--- src/rtl/dprx_pkg.sv ---
// ----------------------------------------------------------------------------
// dprx_pkg
// Shared types, character codes and hex digit decoding for the debug packet
// receive deframer.
// ----------------------------------------------------------------------------
package dprx_pkg;

  localparam logic [7:0] CH_START = 8'h24;
  localparam logic [7:0] CH_HASH  = 8'h23;
  localparam logic [7:0] CH_ACK   = 8'h2B;
  localparam logic [7:0] CH_NACK  = 8'h2D;

  localparam int LEN_W    = 11;
  localparam int LEN_MAX  = 2047;
  localparam int TDATA_W  = 40;
  localparam int TUSER_W  = 2;

  typedef enum logic [1:0] {
    KIND_NONE = 2'd0,
    KIND_DATA = 2'd1,
    KIND_GOOD = 2'd2,
    KIND_BAD  = 2'd3
  } dprx_kind_t;

  typedef enum logic [3:0] {
    PH_HUNT = 4'b0001,
    PH_DATA = 4'b0010,
    PH_HIGH = 4'b0100,
    PH_LOW  = 4'b1000
  } dprx_phase_t;

  typedef struct packed {
    logic       vld;
    logic [7:0] rx_byte;
  } dprx_item_t;

  typedef struct packed {
    logic             is_hex;
    logic [3:0]       value;
  } dprx_hex_t;

  function automatic dprx_hex_t hex_decode(input logic [7:0] b);
    dprx_hex_t h;
    h.is_hex = 1'b1;
    h.value  = 4'd0;
    if (b inside {[8'h30:8'h39]}) begin
      h.value = b[3:0];
    end else if (b inside {[8'h61:8'h66], [8'h41:8'h46]}) begin
      h.value = 4'(b[2:0] + 3'd1) + 4'd8;
    end else begin
      h.is_hex = 1'b0;
    end
    return h;
  endfunction

endpackage

--- src/rtl/dprx_in_stage.sv ---
// ----------------------------------------------------------------------------
// dprx_in_stage
// Input register: captures one received byte and holds it until the core
// takes it.
// ----------------------------------------------------------------------------
module dprx_in_stage
  import dprx_pkg::*;
(
  input  logic       clk,
  input  logic       rst_n,
  input  logic       in_tvalid,
  output logic       in_tready,
  input  logic [7:0] in_tdata,
  output dprx_item_t item,
  input  logic       item_take
);

  logic       vld_r;
  logic       vld_nxt;
  logic [7:0] byte_r;

  assign in_tready = !vld_r || item_take;
  assign vld_nxt   = in_tready ? in_tvalid : vld_r;

  always_ff @(posedge clk) begin
    if (!rst_n) begin
      vld_r <= 1'b0;
    end else begin
      vld_r <= vld_nxt;
    end
  end

  always_ff @(posedge clk) begin
    if (in_tvalid && in_tready) begin
      byte_r <= in_tdata;
    end
  end

  assign item.vld     = vld_r;
  assign item.rx_byte = byte_r;

endmodule

--- src/rtl/dprx_core.sv ---
// ----------------------------------------------------------------------------
// dprx_core
// Frame state, running sum and length count, and the result register.
// ----------------------------------------------------------------------------
module dprx_core
  import dprx_pkg::*;
#(
  parameter int MAX_LEN = 1024
) (
  input  logic               clk,
  input  logic               rst_n,
  input  dprx_item_t         item,
  output logic               item_take,
  output logic               out_tvalid,
  input  logic               out_tready,
  output logic [TDATA_W-1:0] out_tdata,
  output logic [TUSER_W-1:0] out_tuser
);

  localparam int LenCapI = (MAX_LEN > LEN_MAX) ? LEN_MAX : MAX_LEN;
  localparam logic [LEN_W-1:0] LEN_CAP = LEN_W'(LenCapI);

  dprx_phase_t      phase_r, phase_nxt;
  logic [7:0]       sum_r, sum_nxt;
  logic [3:0]       high_r, high_nxt;
  logic [LEN_W-1:0] count_r, count_nxt;

  logic             ovld_r;
  dprx_kind_t       kind_r, kind_nxt;
  logic [7:0]       pb_r, pb_nxt;
  logic [LEN_W-1:0] len_r, len_nxt;
  logic [7:0]       csum_r, csum_nxt;
  logic [7:0]       rsum_r, rsum_nxt;

  dprx_hex_t        hex;
  logic [7:0]       b;

  assign b         = item.rx_byte;
  assign hex       = hex_decode(b);
  assign item_take = item.vld && (!ovld_r || out_tready);

  always_comb begin
    phase_nxt = phase_r;
    sum_nxt   = sum_r;
    high_nxt  = high_r;
    count_nxt = count_r;
    kind_nxt  = KIND_NONE;
    pb_nxt    = 8'd0;
    len_nxt   = '0;
    csum_nxt  = 8'd0;
    rsum_nxt  = 8'd0;
    case (phase_r)
      PH_HUNT: begin
        if (b == CH_START) begin
          sum_nxt   = 8'd0;
          count_nxt = '0;
          high_nxt  = 4'd0;
          phase_nxt = PH_DATA;
        end
      end
      PH_DATA: begin
        if (b == CH_HASH) begin
          phase_nxt = PH_HIGH;
        end else begin
          sum_nxt  = sum_r + b;
          if (count_r < LEN_CAP) begin
            count_nxt = count_r + LEN_W'(1);
          end
          kind_nxt = KIND_DATA;
          pb_nxt   = b;
        end
      end
      PH_HIGH: begin
        if (hex.is_hex) begin
          high_nxt  = hex.value;
          phase_nxt = PH_LOW;
        end
      end
      PH_LOW: begin
        if (hex.is_hex) begin
          rsum_nxt  = {high_r, hex.value};
          csum_nxt  = sum_r;
          len_nxt   = count_r;
          kind_nxt  = ({high_r, hex.value} == sum_r) ? KIND_GOOD : KIND_BAD;
          phase_nxt = PH_HUNT;
        end
      end
      default: begin
        phase_nxt = PH_HUNT;
      end
    endcase
  end

  always_ff @(posedge clk) begin
    if (!rst_n) begin
      phase_r <= PH_HUNT;
      sum_r   <= 8'd0;
      high_r  <= 4'd0;
      count_r <= '0;
      ovld_r  <= 1'b0;
    end else begin
      if (item_take) begin
        phase_r <= phase_nxt;
        sum_r   <= sum_nxt;
        high_r  <= high_nxt;
        count_r <= count_nxt;
        ovld_r  <= 1'b1;
      end else if (out_tready) begin
        ovld_r  <= 1'b0;
      end
    end
  end

  always_ff @(posedge clk) begin
    if (item_take) begin
      kind_r <= kind_nxt;
      pb_r   <= pb_nxt;
      len_r  <= len_nxt;
      csum_r <= csum_nxt;
      rsum_r <= rsum_nxt;
    end
  end

  assign out_tvalid = ovld_r;
  assign out_tuser  = kind_r;
  assign out_tdata  = {5'd0, rsum_r, csum_r, len_r, pb_r};

endmodule

--- src/rtl/debug_packet_rx_deframer.sv ---
// ----------------------------------------------------------------------------
// debug_packet_rx_deframer
// Receive deframer for $payload#hh debug packets.
//
// The in_ channel carries one received byte per transfer. Every accepted
// byte yields exactly one transfer on the out_ channel: out_tuser gives the
// kind (nothing, payload byte, frame good - send ack, frame bad - send nack)
// and out_tdata the payload byte, frame length and both checksums.
// Bytes before '$' are dropped; after '#' two hex digits of either case give
// the received sum and non-hex bytes are skipped. The length count stops at
// MAX_LEN (at most 2047).
// Path: a byte accepted on in_ is loaded into the input register, and the
// state update moves it into the result register, which drives out_.
// Throughput: one byte per cycle while out_ does not stall, set by the
// combinational state update between the two registers.
// Reset: both registers empty, frame state hunting for '$'.
// When the receiver stalls, the result holds; one more byte fills the input
// register, then in_tready falls until the result is taken.
// ----------------------------------------------------------------------------
module debug_packet_rx_deframer
  import dprx_pkg::*;
#(
  parameter int MAX_LEN = 1024
) (
  input  logic               clk,
  input  logic               rst_n,
  input  logic               in_tvalid,
  output logic               in_tready,
  input  logic [7:0]         in_tdata,   // [7:0] rx_byte
  output logic               out_tvalid,
  input  logic               out_tready,
  output logic [TDATA_W-1:0] out_tdata,  // [7:0] payload_byte, [18:8] frame_length,
                                         // [26:19] computed_sum, [34:27] received_sum
  output logic [TUSER_W-1:0] out_tuser   // [1:0] kind
);

  dprx_item_t item;
  logic       item_take;

  dprx_in_stage u_in_stage (
    .clk       (clk),
    .rst_n     (rst_n),
    .in_tvalid (in_tvalid),
    .in_tready (in_tready),
    .in_tdata  (in_tdata),
    .item      (item),
    .item_take (item_take)
  );

  dprx_core #(
    .MAX_LEN (MAX_LEN)
  ) u_core (
    .clk        (clk),
    .rst_n      (rst_n),
    .item       (item),
    .item_take  (item_take),
    .out_tvalid (out_tvalid),
    .out_tready (out_tready),
    .out_tdata  (out_tdata),
    .out_tuser  (out_tuser)
  );

endmodule

--- config.mk ---
export PLATFORM = sky130hd
export DESIGN_NAME = debug_packet_rx_deframer
export DESIGN_NICKNAME = d
export VERILOG_FILES = /design/src/rtl/dprx_pkg.sv /design/src/rtl/dprx_in_stage.sv /design/src/rtl/dprx_core.sv /design/src/rtl/debug_packet_rx_deframer.sv
export SDC_FILE = /design/constraint.sdc
export NUM_CORES = 1
export LEC_CHECK = 0
export BUFFER_PORTS_ARGS = -buffer_cell sky130_fd_sc_hd__buf_4
export CAP_MARGIN = 20
export CORE_UTILIZATION = 61
export DETAILED_ROUTE_END_ITERATION = 8
export GPL_TIMING_DRIVEN = 0
export HOLD_SLACK_MARGIN = 0.06
export PLACE_DENSITY_LB_ADDON = 0.2
export SLEW_MARGIN = 20
export SYNTH_ARGS = -nofsm -noshare
export SYNTH_HDL_FRONTEND = slang
export SYNTH_HIERARCHICAL = 1
export SYNTH_SLANG_ARGS = --single-unit
--- constraint.sdc ---
create_clock -name clk -period 6.2 [get_ports clk]
set_input_delay 0.31 -clock clk [delete_from_list [all_inputs] [get_ports clk]]
set_output_delay 0.31 -clock clk [all_outputs]
set_load 0.005 [all_outputs]
After elaboration in Yosys (flattened, before gate mapping)
Index checks and enable logic that the tools add are counted.
{ "word_totals": {"regBits": 74, "latchBits": 0, "ramBits": 0, "rom_bits": 0, "input_bits": 12, "output_inout_bits": 44, "wordCells": 81, "n_memories": 0} }
{ "classes": {"addsub": 4, "n_mul": 0, "div": 0, "magnitude_cmp": 7, "eq_ne": 13, "shifts": 0, "mux": 25, "bitwise": 1, "n_reduce_logical": 19} }
{ "op_table": {"columns": ["operator", "n"], "rows": [
  ["$mux W11", 3],
  ["$mux W4", 8],
  ["$pmux W11 S2", 1],
  ["$eq A8 B6 Y1 const B", 2],
  ["$ge A8 B7 Y1 const B", 2],
  ["$le A8 B7 Y1 const B", 2],
  ["$mux W8", 2],
  ["$pmux W4 S4", 1],
  ["$pmux W8 S2", 1],
  ["$add A11 B1 Y11 const B", 1],
  ["$lt A11 B11 Y1 const B", 1],
  ["$ne A2 B1 Y1 const B", 5],
  ["$reduce_and A5 Y1", 2],
  ["$add A8 B8 Y8", 1],
  ["$eq A8 B8 Y1", 1],
  ["$ge A8 B6 Y1 const B", 1],
  ["$le A8 B6 Y1 const B", 1],
  ["$pmux W4 S2", 1],
  ["$reduce_and A4 Y1", 2],
  ["$reduce_bool A2 Y1", 4],
  ["$mux W1", 6],
  ["$logic_and A1 B1 Y1", 5],
  ["$add A3 B1 Y4 const B", 1],
  ["$add A4 B4 Y4 const B", 1],
  ["other kinds (12)", 14]
]} }

Depth between registers and ports, before layout
{ "depth": {"word_depth": 9, "ltp_mapped": 9, "depth_no_buf": 8} }

Modules after synthesis
The synthesis kept the hierarchy.
{ "modules_own_cells": {"columns": ["module", "instances", "cells_per_inst", "area_per_inst_um2", "seq_area_each_um2"], "rows": [
  ["dprx_core", 1, 308, 3352.0, 1671.6],
  ["dprx_in_stage", 1, 14, 305.3, 260.2]
]} }

Worst setup path after synthesis
Ideal clock, no wire load.
{ "synth_timing": {"path_kind": "register -> register", "start": "reg u_in_stage.vld_r", "end": "reg u_core.phase_r[0]", "setup_ps": 127, "arrival_time_ps": 2944, "required_ps": 6073, "setup_slack_ps": 3129, "path_stages_with_launch": 8, "path_buffers": 2, "period_less_slack_ps": 3071, "path_cell_list": "dfxtp_1 buf_4 and2_1 clkbuf_1 o21ai_1 a311oi_4 mux2i_1 o21ai_1"} }
{ "synth_between": {"elab_chain_cells": 2} }
{ "synth_rtl": {"columns": ["element", "line_no", "rtl"], "rows": [
  ["start, declared", "dprx_in_stage.sv:18", "logic vld_r;"],
  ["start signal, assigned", "dprx_in_stage.sv:29", "vld_r <= vld_nxt;"],
  ["$logic_and A1 B1 Y1", "dprx_core.sv:40", "assign item_take = item.vld && (!ovld_r || out_tready);"],
  ["named net item_take", "debug_packet_rx_deframer.sv:38", "logic item_take;"],
  ["$reduce_and A5 Y1 (no source line)", null, null],
  ["end signal, assigned", "dprx_core.sv:103", "phase_r <= phase_nxt;"],
  ["end, declared", "dprx_core.sv:23", "dprx_phase_t phase_r, phase_nxt;"]
]} }
The timed path passes the listed nets, and every way through them passes these cells.
A chain may end at the register's enable or synchronous reset.

Worst setup path in the final report
{ "layout_timing": {"start": "reg u_core.phase_r[2]", "end": "reg u_core.sum_r[7]"} }
{ "layout_between": {"elab_chain_cells": 3, "elab_cells_between_ends": 7, "cone_classes": "4 x eq/ne; 1 x mux; 2 x reduce/logical"} }
{ "layout_rtl": {"columns": ["element", "line_no", "rtl"], "rows": [
  ["$eq A4 B2 Y1 / $eq A4 B1 Y1 (equally long branches)", "dprx_core.sv:52", "case (phase_r)"],
  ["$ne A2 B2 Y1 (no source line) (tied with other cells)", null, null],
  ["$reduce_and A4 Y1 (no source line)", null, null],
  ["end signal, assigned", "dprx_core.sv:104", "sum_r <= sum_nxt;"],
  ["end, declared", "dprx_core.sv:24", "logic [7:0] sum_r, sum_nxt;"]
]} }
Parallel ways exist; a longest one is shown, timed or not.

==> results.md <==
* Starting Density at about two thirds
* EDFF count, synth at between 40 and 50
* CP top delay family: simple AND/OR/NAND/NOR gates
* DIE AREA at ~6300 sq um
* Hold Path Depth at 1
* Fill cells at 402
* Largest net degree at the start of global routing at 25
* Slew headroom at 46.0%
* TritonRoute pass-1 iters at 4
* Die Ht at between 70 and 80 um
* Pwr Density at 221 nW/um^2
* Min Clock Period, post-route at 2.75 ns
* P&R area growth vs syn at 18.7%
* Crit-path max cell delay at 0.69 ns
* Final #Nets at 412
* Most area-consuming cells after synthesis: edfxtp_1, dfxtp_1, and2_1, ha_1, nor2b_1
* Final HPWL DP at roughly 5.3 mm
* Final hold vios at 0
* CTS H-Tree Depth at 3
* Top_reg_cell synth: edfxtp_1
* Unique masters post-synth at 62
* Setup ws final at approximately 3.4 ns
* DR vias/cell at approximately 5.8
* Hold Crit Class: input pin to register
* WL final at 7.41 mm
* Placed Cells at 449
* FP Rows at 27
* PostCTS Resize Cnt at 0
* I/O pin cnt at 56
* Layout cells sized above 1 at 23.9%
* Status: complete, no violations
* Fin cells at 465
* Setup Viol. Count Final at 0
* Core Box Area at 5640 sq um
* Worst r2r path cells at 7
* Global-route wire length before repair at 11.8 mm
* Ys Warns at 6
* Maxcap violations at 0
* Clock Skew at 0.00849 ns
* Crit path arrival time at 3.03 ns
* Register area share after synthesis at between 50 and 60%
* Ys async rst share at 0%
* Via count at 2,689
* Post-synth top area cell: edfxtp_1
* Syn Area/Cell at 11.4 sq um
* Critical path buffer and inverter count at 2
* Crit path cell chain: buf_2 -> nor4b_2 -> o31a_1 -> inv_1 -> nor2_2 -> nand3b_1 -> o211ai_1
* Fmax at 363 MHz
* Port bufs at 50
* CTS max path bufs at 2
* Antenna Nets Post-Route at 0
* Clk Latency, worst-skew pair at 0.35 ns
* Syn Std Cell Area at 3660 sq um
* Worst VDD drop at 0.213 mV
* Number of clock buffers inserted by TritonCTS at 9
* Dpl ws at between 3 and 4 ns
* Crit-path slowest cell: nor4b_2
* Post-Syn Instances at 322
* Critical path peak fanout at 10
* Share of Yosys cell area claimed by the top area cell type at 36.9%
* Gr ovfl total at 0
* Setup bufs post-CTS at 0
* Clk Tree Root Cell: clkbuf_8
* Crit. End Element: register
* Pleak at roughly 1.7 nW
* Diodes inserted at 0
* Clock Pin Slew Worst Setup and Hold Paths at approximately 0.080 ns
* Footprint of the multi-input gates at ~1600 sq um
* Initial DRC count at 159
* Wire per inst at about 16 um
* Hold-fix buffers, CTS at 0
* GRT Total Usage at 25.6%
* CTS tree: done
* RePlAce Congestion at about 0.86
* Fin Setup TNS at 0 ns
* Startpoint types: register
* Die Width at ~80 um
* RSZ-0062 raised after global routing: false
* Worst-margin pin slew at 0.808 ns
* Worst endpoint required time at ~6.5 ns
* Initial antenna violation count at 0
* Sinks on Clock Net at 74
* FF/Latch Area at 1930 sq um
* Setup CP Type: register to register
* Tcrit/Tclk final at 44.4%
* Vias in the first global route at 2,541
* Final Max Tran Viols at 0
* Number of synthesized register bits at 74
* # DRC at 0
* WP depth at 7
where the power goes:
part            total, W  switching (W)  internal, W
Clock           0.000335       0.000187     0.000148
Combinational  0.0000792      0.0000391    0.0000401
Sequential      0.000548      0.0000102     0.000538
worst register-to-register path, stage by stage (launching register included):
cell and delay (ns):
dfxtp_1 0.30, buf_2 0.17, nor4b_2 0.69, o31a_1 0.52, inv_1 0.24, nor2_2 0.43, nand3b_1 0.16, o211ai_1 0.17
path summary, 6_finish.rpt:
| check | to | start | slack (ns) |
|---|---|---|---|
| setup / recovery | u_core/sum_r[7]$_SDFFE_PN0P_ | u_core/phase_r[2]$_SDFFE_PN0P_ | 3.45 |
| hold / removal | u_in_stage/byte_r[7]$_DFFE_PP_ | in_tdata[7] | 0.13 |
| setup reg to reg | u_core/sum_r[7]$_SDFFE_PN0P_ | u_core/phase_r[2]$_SDFFE_PN0P_ | 3.45 |
| hold reg to reg | u_core/count_r[10]$_SDFFE_PN0P_ | u_core/count_r[10]$_SDFFE_PN0P_ | 0.50 |
layout make-up:
| cell class | instances | area share (%) |
|---|---|---|
| clock buffers | 9 | 2.85 |
| plain buffers | 14 | 1.96 |
| clock inverters | 7 | 1.21 |
| repair buffers | 51 | 9.28 |
| multi-input cells | 223 | 36.8 |
| flip-flops and latches | 74 | 44.5 |
| inverters | 15 | 1.30 |
| well taps | 72 | 2.07 |
metrics by stage:
| step | hold WS (ns) | cell area, sq um | utilization (%) | total power (W) |
|---|---|---|---|---|
| after floorplan | 0.409 | 3670 | - | 0.000599 |
| after global placement | 0.468 | 4140 | 73.3 | 0.000632 |
| after detailed placement | 0.480 | 4170 | 73.9 | 0.000638 |
| after CTS | 0.117 | 4340 | 77.0 | 0.000968 |
| after global routing | 0.114 | 4340 | 77.0 | 0.000997 |
| final | 0.133 | 4340 | 77.0 | 0.000962 |
Yosys cell counts, types with 2 or more instances:
| cell | n |
|---|---|
| and3_1 | 4 |
| mux2i_1 | 4 |
| nand2_1 | 10 |
| o211ai_1 | 3 |
| ha_1 | 11 |
| nor4_1 | 2 |
| nand3b_1 | 3 |
| buf_2 | 3 |
| nor2b_1 | 13 |
| dfxtp_1 | 29 |
| a21oi_1 | 15 |
| a21o_1 | 2 |
| and2_4 | 2 |
| o2111ai_1 | 2 |
| o21bai_1 | 3 |
| o22ai_1 | 2 |
| nand3_1 | 5 |
| and2_1 | 37 |
| xor2_1 | 9 |
| or3_1 | 7 |
| a211o_1 | 2 |
| buf_4 | 7 |
| o21ai_0 | 11 |
| nand2b_1 | 4 |
| xnor2_1 | 5 |
| clkbuf_1 | 3 |
| nor4b_1 | 2 |
| a22oi_1 | 8 |
| nor3_1 | 6 |
| a32oi_1 | 3 |
| o21ai_1 | 5 |
| a211oi_1 | 2 |
| nor2_1 | 11 |
| inv_1 | 15 |
| edfxtp_1 | 45 |
sequential cells by signal, summed over array words and instances, names as in the netlist:
name	flops
u_core/out_tuser	2
u_core/high_r	4
u_core/out_tvalid	1
u_core/phase_r	4
u_core/pb_r	8
u_core/count_r	11
u_core/rsum_r	8
u_in_stage/vld_r	1
u_core/sum_r	8
u_core/len_r	11
u_core/csum_r	8
u_in_stage/byte_r	8
layer usage:
metal / up-vias / share of wire (%) / GRT usage [%]
li1: 1310 / - / -
met1: 1271 / 44 / 31.3
met2: 93 / 49 / 41.5
met3: 15 / 5.4 / 6.63
met4: 0 / 1.9 / 13.5
met5: - / 0 / 0
placed cells by master, fill, tap and decap left out, types with 3 or more instances in the layout:
master	instances
a32oi_1	3
buf_4	57
nand2b_1	4
nand2_1	10
nor2b_1	13
xor2_1	9
o21bai_1	3
nand3b_1	3
nor3_1	6
edfxtp_1	45
inv_1	15
dfxtp_1	29
nand3_1	5
xnor2_1	5
or3_1	7
a21oi_1	15
conb_1	5
ha_1	11
clkbuf_8	9
o21ai_1	5
o21ai_0	11
buf_2	3
o211ai_1	3
and3_1	4
a22oi_1	8
and2_1	37
mux2i_1	4
nor2_1	11
cells by family after synthesis:
family	share of synthesized area [%]
multiplexers	1.09
adder cells (fa/ha/maj)	4.31
XOR/XNOR	3.35
AND/OR/NAND/NOR	21.1
flip-flops	52.8
AO/OA/AOI/OAI	13.4
other	0.103
buffers and inverters	3.83
(Power assumes the default switching activity.)
